### src/monotone_constraint_projection_unit_macros.svh
// assertion macros for the monotone constraint projection unit
// clocked on clk_i and disabled while rst_ni is low; empty bodies under SYNTHESIS
`ifndef MONOTONE_CONSTRAINT_PROJECTION_UNIT_MACROS_SVH
`define MONOTONE_CONSTRAINT_PROJECTION_UNIT_MACROS_SVH
`ifndef SYNTHESIS
`define MCPU_ASSERT(lbl, prop, msg) \
  lbl: assert property (@(posedge clk_i) disable iff (!rst_ni) (prop)) else $error(msg);
`define MCPU_ASSERT_NEVER(lbl, expr, msg) \
  lbl: assert property (@(posedge clk_i) disable iff (!rst_ni) !(expr)) else $error(msg);
`else
`define MCPU_ASSERT(lbl, prop, msg)
`define MCPU_ASSERT_NEVER(lbl, expr, msg)
`endif
`endif

### src/mcpu_pkg.sv
// shared constants and controller/datapath interface types
// for the monotone constraint projection unit; no dependencies
package mcpu_pkg;

  localparam int unsigned VAL_W           = 32;
  localparam int unsigned LEN_W           = 7;
  localparam int unsigned DEFAULT_MAX_LEN = 64;
  localparam logic [LEN_W-1:0] LEN_RESET  = 7'd64;

  typedef enum logic [1:0] {
    OUT_ZERO = 2'd0,
    OUT_COPY = 2'd1,
    OUT_MEAN = 2'd2
  } out_sel_e;

  typedef struct packed {
    logic     load_wr;
    logic     load_last;
    logic     j_clr;
    logic     j_inc;
    logic     j_seg;
    logic     seg_set;
    logic     acc_add;
    logic     div_start;
    logic     out_load;
    out_sel_e out_sel;
  } cmd_t;

  typedef struct packed {
    logic load_done;
    logic flag_cur;
    logic flag_nxt;
    logic j_first;
    logic j_last;
    logic div_done;
    logic out_free;
  } sts_t;

endpackage

### src/mcpu_ram.sv
// generic single write port, single read port ram with registered read data
// no dependencies
module mcpu_ram #(
  parameter int unsigned WIDTH = 32,
  parameter int unsigned DEPTH = 64
) (
  input  logic                     clk_i,
  input  logic                     we_i,
  input  logic [$clog2(DEPTH)-1:0] waddr_i,
  input  logic [WIDTH-1:0]         wdata_i,
  input  logic [$clog2(DEPTH)-1:0] raddr_i,
  output logic [WIDTH-1:0]         rdata_o
);

  logic [WIDTH-1:0] mem_q [DEPTH];
  logic [WIDTH-1:0] rdata_q;

  always_ff @(posedge clk_i) begin
    if (we_i) begin
      mem_q[waddr_i] <= wdata_i;
    end
    rdata_q <= mem_q[raddr_i];
  end

  assign rdata_o = rdata_q;

endmodule

### src/mcpu_div.sv
// restoring signed divider, one quotient bit per cycle, truncates toward zero
// divisor is unsigned and nonzero; no dependencies
module mcpu_div #(
  parameter int unsigned DVD_W = 38,
  parameter int unsigned DVS_W = 7
) (
  input  logic                    clk_i,
  input  logic                    rst_ni,
  input  logic                    start_i,
  input  logic signed [DVD_W-1:0] dividend_i,
  input  logic [DVS_W-1:0]        divisor_i,
  output logic                    done_o,
  output logic signed [DVD_W-1:0] quotient_o
);

  localparam int unsigned CW = $clog2(DVD_W + 1);

  logic             busy_q, busy_d;
  logic             done_q, done_d;
  logic [CW-1:0]    cnt_q, cnt_d;
  logic [DVS_W-1:0] rem_q, rem_d;
  logic [DVD_W-1:0] quo_q, quo_d;
  logic [DVS_W-1:0] dvs_q, dvs_d;
  logic             neg_q, neg_d;
  logic [DVS_W:0]   shifted;
  logic [DVS_W:0]   trial;
  logic             fits;

  assign shifted = {rem_q, quo_q[DVD_W-1]};
  assign fits    = shifted >= {1'b0, dvs_q};
  assign trial   = shifted - {1'b0, dvs_q};

  always_comb begin
    busy_d = busy_q;
    done_d = 1'b0;
    cnt_d  = cnt_q;
    rem_d  = rem_q;
    quo_d  = quo_q;
    dvs_d  = dvs_q;
    neg_d  = neg_q;
    if (start_i) begin
      busy_d = 1'b1;
      cnt_d  = CW'(DVD_W);
      rem_d  = '0;
      dvs_d  = divisor_i;
      neg_d  = dividend_i[DVD_W-1];
      quo_d  = dividend_i[DVD_W-1] ? DVD_W'(-dividend_i) : DVD_W'(dividend_i);
    end else if (busy_q) begin
      rem_d = fits ? trial[DVS_W-1:0] : shifted[DVS_W-1:0];
      quo_d = {quo_q[DVD_W-2:0], fits};
      cnt_d = cnt_q - CW'(1);
      if (cnt_q == CW'(1)) begin
        busy_d = 1'b0;
        done_d = 1'b1;
      end
    end
  end

  always_ff @(posedge clk_i or negedge rst_ni) begin
    if (!rst_ni) begin
      busy_q <= 1'b0;
      done_q <= 1'b0;
      cnt_q  <= '0;
    end else begin
      busy_q <= busy_d;
      done_q <= done_d;
      cnt_q  <= cnt_d;
    end
  end

  always_ff @(posedge clk_i) begin
    rem_q <= rem_d;
    quo_q <= quo_d;
    dvs_q <= dvs_d;
    neg_q <= neg_d;
  end

  assign done_o     = done_q;
  assign quotient_o = neg_q ? -$signed(quo_q) : $signed(quo_q);

endmodule

### src/mcpu_ctrl.sv
// controller state machine: load, scan, segment sum, divide, emit
// depends on mcpu_pkg for the command and status structs
module mcpu_ctrl (
  input  logic          clk_i,
  input  logic          rst_ni,
  input  logic          in_valid_i,
  output logic          in_stall_o,
  input  mcpu_pkg::sts_t sts_i,
  output mcpu_pkg::cmd_t cmd_o
);

  import mcpu_pkg::*;

  typedef enum logic [5:0] {
    S_LOAD = 6'b000001,
    S_SCAN = 6'b000010,
    S_SUM  = 6'b000100,
    S_DIV  = 6'b001000,
    S_COPY = 6'b010000,
    S_MEAN = 6'b100000
  } state_e;

  state_e state_q, state_d;
  cmd_t   cmd;

  always_comb begin
    state_d     = state_q;
    cmd         = '0;
    cmd.out_sel = OUT_ZERO;
    unique case (state_q)
      S_LOAD: begin
        if (in_valid_i) begin
          if (sts_i.load_done) begin
            cmd.load_last = 1'b1;
            state_d       = S_SCAN;
          end else begin
            cmd.load_wr = 1'b1;
          end
        end
      end
      S_SCAN: begin
        if (!sts_i.flag_cur && !sts_i.flag_nxt) begin
          // entry outside every run
          if (sts_i.out_free) begin
            cmd.out_load = 1'b1;
            if (sts_i.j_last) begin
              cmd.j_clr = 1'b1;
              state_d   = S_LOAD;
            end else begin
              cmd.j_inc = 1'b1;
            end
          end
        end else if (sts_i.j_first && sts_i.flag_cur) begin
          state_d = S_COPY;
        end else begin
          cmd.seg_set = 1'b1;
          state_d     = S_SUM;
        end
      end
      S_SUM: begin
        cmd.acc_add = 1'b1;
        if (!sts_i.flag_nxt) begin
          cmd.div_start = 1'b1;
          state_d       = S_DIV;
        end else if (sts_i.j_last) begin
          // run reaches the final flag: plain copy
          cmd.j_seg = 1'b1;
          state_d   = S_COPY;
        end else begin
          cmd.j_inc = 1'b1;
        end
      end
      S_DIV: begin
        if (sts_i.div_done) begin
          cmd.j_seg = 1'b1;
          state_d   = S_MEAN;
        end
      end
      S_COPY, S_MEAN: begin
        cmd.out_sel = (state_q == S_MEAN) ? OUT_MEAN : OUT_COPY;
        if (sts_i.out_free) begin
          cmd.out_load = 1'b1;
          if (sts_i.j_last) begin
            cmd.j_clr = 1'b1;
            state_d   = S_LOAD;
          end else begin
            cmd.j_inc = 1'b1;
            if (!sts_i.flag_nxt) begin
              state_d = S_SCAN;
            end
          end
        end
      end
      default: begin
        state_d = S_LOAD;
      end
    endcase
  end

  always_ff @(posedge clk_i or negedge rst_ni) begin
    if (!rst_ni) begin
      state_q <= S_LOAD;
    end else begin
      state_q <= state_d;
    end
  end

  assign in_stall_o = (state_q != S_LOAD);
  assign cmd_o      = cmd;

endmodule

### src/mcpu_dp.sv
// datapath: length register, entry and flag stores, index counters, sum, divider, output register
// depends on mcpu_pkg, mcpu_ram, mcpu_div and the assertion macro header
`include "monotone_constraint_projection_unit_macros.svh"

module mcpu_dp #(
  parameter int unsigned MAX_LEN = 64
) (
  input  logic                                  clk_i,
  input  logic                                  rst_ni,
  input  logic                                  cfg_we_i,
  input  logic [mcpu_pkg::LEN_W-1:0]            cfg_wdata_i,
  input  logic signed [mcpu_pkg::VAL_W-1:0]     entry_value_i,
  input  logic                                  constraint_active_i,
  input  logic                                  out_stall_i,
  output logic                                  out_valid_o,
  output logic signed [mcpu_pkg::VAL_W-1:0]     projected_value_o,
  output logic                                  last_entry_o,
  input  mcpu_pkg::cmd_t                        cmd_i,
  output mcpu_pkg::sts_t                        sts_o
);

  import mcpu_pkg::*;

  localparam int unsigned CNT_W = $clog2(MAX_LEN + 1);
  localparam int unsigned AW    = $clog2(MAX_LEN);
  localparam int unsigned SUM_W = VAL_W + $clog2(MAX_LEN);

  logic [LEN_W-1:0]        len_q;
  logic [CNT_W-1:0]        m_eff;
  logic [CNT_W-1:0]        load_cnt_q, load_cnt_d;
  logic                    flag_m_q, flag_m_d;
  logic [CNT_W-1:0]        j_q, j_d;
  logic [CNT_W-1:0]        j_nxt;
  logic [CNT_W-1:0]        j_d_nxt;
  logic [CNT_W-1:0]        seg_q, seg_d;
  logic [CNT_W-1:0]        seg_cnt;
  logic signed [SUM_W-1:0] acc_q, acc_d;
  logic signed [SUM_W-1:0] acc_sum;
  logic [VAL_W:0]          rd_word;
  logic signed [VAL_W-1:0] rd_data;
  logic                    nxt_flag_rd;
  logic                    div_done;
  logic signed [SUM_W-1:0] quotient;
  logic signed [VAL_W-1:0] mean;
  logic signed [VAL_W:0]   diff;
  logic signed [VAL_W-1:0] diff_sat;
  logic signed [VAL_W-1:0] out_value_d;
  logic                    out_valid_q, out_valid_d;
  logic signed [VAL_W-1:0] out_value_q;
  logic                    out_last_q;
  logic                    out_free;
  sts_t                    sts;

  // effective length, clamped to 1..MAX_LEN
  always_comb begin
    if (len_q == '0) begin
      m_eff = CNT_W'(1);
    end else if (len_q > LEN_W'(MAX_LEN)) begin
      m_eff = CNT_W'(MAX_LEN);
    end else begin
      m_eff = len_q[CNT_W-1:0];
    end
  end

  always_ff @(posedge clk_i or negedge rst_ni) begin
    if (!rst_ni) begin
      len_q <= LEN_RESET;
    end else if (cfg_we_i) begin
      len_q <= cfg_wdata_i;
    end
  end

  // loading; flags 0..m-1 go to the stores, the closing flag to its own register
  always_comb begin
    load_cnt_d = load_cnt_q;
    flag_m_d   = flag_m_q;
    if (cmd_i.load_wr) begin
      load_cnt_d = load_cnt_q + CNT_W'(1);
    end else if (cmd_i.load_last) begin
      flag_m_d   = constraint_active_i;
      load_cnt_d = '0;
    end
    if (cfg_we_i) begin
      load_cnt_d = '0;
    end
  end

  mcpu_ram #(
    .WIDTH (VAL_W + 1),
    .DEPTH (MAX_LEN)
  ) u_store (
    .clk_i   (clk_i),
    .we_i    (cmd_i.load_wr),
    .waddr_i (load_cnt_q[AW-1:0]),
    .wdata_i ({constraint_active_i, entry_value_i}),
    .raddr_i (j_d[AW-1:0]),
    .rdata_o (rd_word)
  );

  // second copy of the flags, read one index ahead
  mcpu_ram #(
    .WIDTH (1),
    .DEPTH (MAX_LEN)
  ) u_flags (
    .clk_i   (clk_i),
    .we_i    (cmd_i.load_wr),
    .waddr_i (load_cnt_q[AW-1:0]),
    .wdata_i (constraint_active_i),
    .raddr_i (j_d_nxt[AW-1:0]),
    .rdata_o (nxt_flag_rd)
  );

  assign rd_data = rd_word[VAL_W-1:0];

  // read address follows the next index so rd_data always holds entry j_q
  assign j_nxt   = j_q + CNT_W'(1);
  assign j_d_nxt = j_d + CNT_W'(1);

  always_comb begin
    j_d = j_q;
    priority if (cmd_i.j_clr) begin
      j_d = '0;
    end else if (cmd_i.j_seg) begin
      j_d = seg_q;
    end else if (cmd_i.j_inc) begin
      j_d = j_nxt;
    end
  end

  assign seg_d   = cmd_i.seg_set ? j_q : seg_q;
  assign seg_cnt = j_q - seg_q + CNT_W'(1);

  assign acc_sum = acc_q + {{(SUM_W - VAL_W){rd_data[VAL_W-1]}}, rd_data};

  always_comb begin
    acc_d = acc_q;
    if (cmd_i.seg_set) begin
      acc_d = '0;
    end else if (cmd_i.acc_add) begin
      acc_d = acc_sum;
    end
  end

  mcpu_div #(
    .DVD_W (SUM_W),
    .DVS_W (CNT_W)
  ) u_div (
    .clk_i      (clk_i),
    .rst_ni     (rst_ni),
    .start_i    (cmd_i.div_start),
    .dividend_i (acc_sum),
    .divisor_i  (seg_cnt),
    .done_o     (div_done),
    .quotient_o (quotient)
  );

  // mean of signed 32-bit entries always fits 32 bits
  assign mean = quotient[VAL_W-1:0];
  assign diff = {rd_data[VAL_W-1], rd_data} - {mean[VAL_W-1], mean};

  always_comb begin
    if (diff[VAL_W] != diff[VAL_W-1]) begin
      diff_sat = diff[VAL_W] ? {1'b1, {(VAL_W-1){1'b0}}} : {1'b0, {(VAL_W-1){1'b1}}};
    end else begin
      diff_sat = diff[VAL_W-1:0];
    end
  end

  always_comb begin
    unique case (cmd_i.out_sel)
      OUT_ZERO: out_value_d = '0;
      OUT_COPY: out_value_d = rd_data;
      OUT_MEAN: out_value_d = diff_sat;
      default:  out_value_d = '0;
    endcase
  end

  assign out_free = !out_valid_q || !out_stall_i;

  always_comb begin
    out_valid_d = out_valid_q;
    if (cmd_i.out_load) begin
      out_valid_d = 1'b1;
    end else if (!out_stall_i) begin
      out_valid_d = 1'b0;
    end
  end

  always_ff @(posedge clk_i or negedge rst_ni) begin
    if (!rst_ni) begin
      load_cnt_q  <= '0;
      flag_m_q    <= 1'b0;
      j_q         <= '0;
      seg_q       <= '0;
      out_valid_q <= 1'b0;
    end else begin
      load_cnt_q  <= load_cnt_d;
      flag_m_q    <= flag_m_d;
      j_q         <= j_d;
      seg_q       <= seg_d;
      out_valid_q <= out_valid_d;
    end
  end

  always_ff @(posedge clk_i) begin
    acc_q <= acc_d;
    if (cmd_i.out_load) begin
      out_value_q <= out_value_d;
      out_last_q  <= sts.j_last;
    end
  end

  always_comb begin
    sts.load_done = (load_cnt_q == m_eff);
    sts.flag_cur  = rd_word[VAL_W];
    sts.flag_nxt  = (j_nxt == m_eff) ? flag_m_q : nxt_flag_rd;
    sts.j_first   = (j_q == '0);
    sts.j_last    = (j_q == m_eff - CNT_W'(1));
    sts.div_done  = div_done;
    sts.out_free  = out_free;
  end

  assign sts_o             = sts;
  assign out_valid_o       = out_valid_q;
  assign projected_value_o = out_value_q;
  assign last_entry_o      = out_last_q;

  `MCPU_ASSERT_NEVER(a_out_overwrite, cmd_i.out_load && !out_free, "result register overwritten")
  `MCPU_ASSERT(a_load_idx_clear, cmd_i.load_wr |-> (j_q == '0), "scan index not cleared on load")
  `MCPU_ASSERT(a_seg_order, cmd_i.div_start |-> (j_q >= seg_q), "segment end before its start")
  `MCPU_ASSERT(a_last_reload, (cmd_i.out_load && sts.j_last) |=> (load_cnt_q == '0), "load count not zero after vector end")

endmodule

### src/monotone_constraint_projection_unit.sv
// monotone constraint projection unit, top level; m+1 transactions per vector, one per cycle
// after the closing item input stalls until the last result is in the result register
// entries outside runs are emitted from the scan; each run adds a scan step, then a leading
//   run copies each entry, a trailing run sums and then copies each entry, an inner run
//   sums, divides and emits each entry minus the segment mean; output stalls delay results
// reset clears control state, length register resets to 64; stores hold no reset value
module monotone_constraint_projection_unit #(
  parameter int unsigned MAX_LEN = mcpu_pkg::DEFAULT_MAX_LEN
) (
  input  logic                              clk_i,
  input  logic                              rst_ni,
  input  logic                              cfg_we_i,
  input  logic [mcpu_pkg::LEN_W-1:0]        cfg_wdata_i,
  input  logic                              in_valid_i,
  output logic                              in_stall_o,
  input  logic signed [mcpu_pkg::VAL_W-1:0] entry_value_i,
  input  logic                              constraint_active_i,
  output logic                              out_valid_o,
  input  logic                              out_stall_i,
  output logic signed [mcpu_pkg::VAL_W-1:0] projected_value_o,
  output logic                              last_entry_o
);

  import mcpu_pkg::*;

  cmd_t cmd;
  sts_t sts;

  mcpu_ctrl u_ctrl (
    .clk_i      (clk_i),
    .rst_ni     (rst_ni),
    .in_valid_i (in_valid_i),
    .in_stall_o (in_stall_o),
    .sts_i      (sts),
    .cmd_o      (cmd)
  );

  mcpu_dp #(
    .MAX_LEN (MAX_LEN)
  ) u_dp (
    .clk_i               (clk_i),
    .rst_ni              (rst_ni),
    .cfg_we_i            (cfg_we_i),
    .cfg_wdata_i         (cfg_wdata_i),
    .entry_value_i       (entry_value_i),
    .constraint_active_i (constraint_active_i),
    .out_stall_i         (out_stall_i),
    .out_valid_o         (out_valid_o),
    .projected_value_o   (projected_value_o),
    .last_entry_o        (last_entry_o),
    .cmd_i               (cmd),
    .sts_o               (sts)
  );

endmodule

### config.mk
export PLATFORM = sky130hd
export DESIGN_NAME = monotone_constraint_projection_unit
export DESIGN_NICKNAME = d
export VERILOG_FILES = /design/src/mcpu_pkg.sv /design/src/mcpu_ram.sv /design/src/mcpu_div.sv /design/src/mcpu_ctrl.sv /design/src/mcpu_dp.sv /design/src/monotone_constraint_projection_unit.sv
export VERILOG_INCLUDE_DIRS = /design/src /design/src/src
export SDC_FILE = /design/constraint.sdc
export NUM_CORES = 2
export LEC_CHECK = 0
export BUFFER_PORTS_ARGS = -buffer_cell sky130_fd_sc_hd__buf_2
export CELL_PAD_IN_SITES_DETAIL_PLACEMENT = 1
export CELL_PAD_IN_SITES_GLOBAL_PLACEMENT = 2
export CORE_MARGIN = 2
export CORE_UTILIZATION = 46
export DETAILED_ROUTE_END_ITERATION = 12
export GPL_TIMING_DRIVEN = 1
export MAX_ROUTING_LAYER = met4
export PLACE_DENSITY_LB_ADDON = 0.1
export SLEW_MARGIN = 30
export SYNTH_ARGS = -nofsm -noshare
export SYNTH_HDL_FRONTEND = slang
export SYNTH_SLANG_ARGS = --single-unit
### constraint.sdc
create_clock -name clk_i -period 7.8 [get_ports clk_i]
set_input_delay 1.17 -clock clk_i [delete_from_list [all_inputs] [get_ports clk_i]]
set_output_delay 1.17 -clock clk_i [all_outputs]
set_load 0.1 [all_outputs]
==> impl_metrics.toml <==
[floorplanning]
rows = 168
die_w_um = 462.7
die_h_um = 462.7
coreArea_um2 = 209400
die_area_um2 = 214100
pin_count = 80
start_util_pct = 46.23

[logic_synthesis]
synth_edf_count = 2191
syn_area_per_cell_um2 = 13.95
synth_fa_ha_area_share_pct = 1.334
synth_compound_area_share_pct = 8.003
ys_ff_latch = 2314
synthCells = 6937
synth_top_family_by_area = "simple AND/OR/NAND/NOR gates"
netlist_area_um2 = 96790
synth_ff_type = "edfxtp_1"
muxShareOfSynthArea_pct = 6.738
yosysWarningCount = 0
yosys.area_share.simple_pct = 9.530
synthXorXnorAreaFrac_pct = 1.502
syn_nets = 7082
async_flop_share_pct = 1.901
synth_seq_area_share_pct = 70.75
yosys.cell_types.count = 93

[global_routing]
antenna_found_initial = 21
grt_max_degree = 100
first_global_vias = 63760
grtUsageTotal_pct = 31.66
grt.overflow.total = 0
grt_first_pass_wirelength_um = 473200

[sta]
setup_slack_ns = 0.7796
min_period_over_period_pct = 90.01
fin_crit_ns = 7.020
fin_skew_ns = 0.04581
rsz0062_at_grt = "no"
setup_violations = 0
fin_setup_tns_ns = 0
tightestPinTransition_ns = 1.077
slew-limit-headroom_pct = 28.04
hold_violations = 0
final_max_slew_viol_count = 0
clock.fmax_ghz = 0.1424

[finish]
drive_above_1_share_pct = 12.03
areaGrowthSynthToFinish_pct = 13.59
final_common_cell = "edfxtp_1"
nets = 7235
final_cell_count_no_fill = 10110
layout_common_cells = "edfxtp_1, nand2_1, a21oi_1, mux2i_1, clkbuf_16"

[critical_path]
end_kind = "flip-flop"
rr_endpoint = "u_dp.u_store.rdata_o[3]"
crit_arrival_ns = 7.78
cp_max_fo = 80
crit_slowest_cell = "nor4_1"
crit_required_ns = 8.56
crit_type = "flip-flop to flip-flop"
reg2reg_slack_ns = 0.78
max_stage_delay_ns = 0.73
path_cells = "or4_1 > o21bai_1 > and2_1 > inv_1 > ha_1 > a21boi_0 > o32ai_1 > xor2_1 > o2111ai_2 > inv_1 > nand2_1 > or2_1 > o2111ai_4 > buf_12 > nand2_4 > buf_12 > buf_12 > o22ai_1 > nor4_1 > nor3_1 > or4_1"
r2r_start = "u_dp.len_q[1]"
startpoint = "u_dp.len_q[1]"
reg2reg_depth = 21
crit_top_cell = "buf_12"
start_kind = "flip-flop"
cp-endpoint = "u_dp.u_store.rdata_o[3]"

[route]
via_count = 63360
wl_per_cell_um = 33.11
routed.top_layer = "met4"
dr.pass1.iters = 8
routed_wl_um = 334800
drc = 0
drt_iter0_drc = 7148
met2_wirelength_um = 160000
drt-met1-wl_um = 136200
dr_wl_met3_um = 25940
final_antenna_net_count = 0
vias_per_cell = 6.266

[job]
drv_cap = 0

[min_path]
hp-class = "input pin to asynchronous set/reset pin"

[cts]
worstSkewPairLatency_ns = 0.91
post_cts_buffers = 0
ctsResizeCount = 0
numCtsBuffers = 240
cts_buffer_depth = 3
clk_pin_slew_ns = 0.06
htree_levels = 4
hold_buffers = 0
root_buffer = "clkbuf_16"
cts_tree = "done"
clock_sinks = 2314

[placed_design]
dp.cells = 9649
port-buffer-count = 79
pre_cts_slack_ns = 0.9302
dp_hpwl_um = 199200
place.gp.congestion = 0.8650

[power_and_ir_drop]
p_leak_uw = 0.03791
powerDensity_nw_per_um2 = 376.2
vdd_drop_max_v = 0.0003776
p_total_uw = 41360

[run_status]
status = "finished clean"
==> synth_stat cells (all sizes together) (11+ instances only) <==
cell type	instances	area [µm²]
o21a	15	112.6
xor2	70	613.1
a21o	43	322.8
a311oi	27	236.5
nor4	127	794.5
nor3	160	812.0
o22ai	207	1295
a221oi	11	96.34
xnor2	90	795.8
or3	20	125.1
mux4	78	1757
or4	28	210.2
edfxtp	2191	65790
nand2	1124	4224
nand4	37	231.5
ha	96	1201
and3	40	250.2
o21bai	18	135.1
o31ai	20	150.1
a22oi	12	90.09
mux2	24	270.3
nor2	241	909.6
nand2b	25	156.4
a31oi	83	519.3
nor2b	43	269.0
mux2i	449	4494
inv	73	274.0
nand3b	12	90.09
clkbuf	187	703.2
a2111oi	53	464.2
buf	222	1094
a21oi	470	2352
o21ai	203	1027
nand3	158	790.8
a211oi	21	157.7
dfrtp	42	1051
dfxtp	79	1582
==> area by class of cell <==
class,instances,area [µm²]
clock inverters,130,1131
fillers,20280,99420
diodes,14,35.03
multi-input cells,4140,26890
inverters,74,297.8
repair buffers,320,3162
flip-flops and latches,2314,68480
clock buffers,315,6430
well taps,2805,3510
==> critical path: cells and delay by family (launching register included) <==
kind / cells / cell delay [ns]
AO/OA/AOI/OAI: 6 / 1.18
XOR/XNOR: 1 / 0.16
adder cells (fa/ha/maj): 1 / 0.24
buffers and inverters: 5 / 1.33
flip-flops: 1 / 0.44
AND/OR/NAND/NOR: 8 / 3.40
==> stage by stage <==
step	hold WS (ns)	area, µm²	utilization, %
2_1_floorplan	0.4400	96790	-
3_3_place_gp	0.4461	101500	48.46
3_5_place_dp	0.4555	102200	48.82
4_1_cts	0.2489	109800	52.44
5_1_grt	0.3127	109900	52.51
6_report	0.2859	109900	52.51
==> power by group <==
part | internal (µW) | switching (µW)
Sequential | 14100 | 778
Clock | 6300 | 4900
Combinational | 5510 | 9800
Total | 25900 | 15500
==> logic make-up after synthesis <==
group / Yosys count
AO/OA/AOI/OAI: 1264
XOR/XNOR: 162
adder cells (fa/ha/maj): 101
buffers and inverters: 483
flip-flops: 2314
multiplexers: 551
AND/OR/NAND/NOR: 2062
==> state kept, by name, summed over array words and instances (netlist names), 6 cells and up <==
signal / cells
u_dp.len_q: 7
u_ctrl.state_q: 6
u_dp.projected_value_o: 32
u_dp.u_div.dvs_q: 7
u_dp.load_cnt_q: 7
u_dp.u_div.quo_q: 38
u_dp.u_div.cnt_q: 6
u_dp.j_q: 7
u_dp.seg_q: 7
u_dp.u_store.mem_q: 2111
u_dp.acc_q: 38
u_dp.u_div.rem_q: 7
u_dp.u_store.rdata_o: 33
==> routing by layer <==
layer	vias to the layer above	GRT usage, %
met3	564	4.529
met5	-	-
met1	33240	41.98
li1	26830	-
met4	0	10.94
met2	2720	50.23
==> worst min path at each step <==
stage	slack [ns]	to	depth (start not counted)	start
after floorplan	0.44	u_dp.acc_q[0]	2	u_dp.acc_q[0]
after global placement	0.45	u_dp.acc_q[0]	2	u_dp.acc_q[0]
after detailed placement	0.46	u_dp.acc_q[24]	2	u_dp.acc_q[24]
after CTS	0.25	u_dp.load_cnt_q[0]	1	rst_ni
after global routing	0.31	u_ctrl.state_q[2]	1	rst_ni
final	0.29	u_dp.u_div.busy_q	1	rst_ni
No activity file was read; power rests on OpenSTA's default activity.
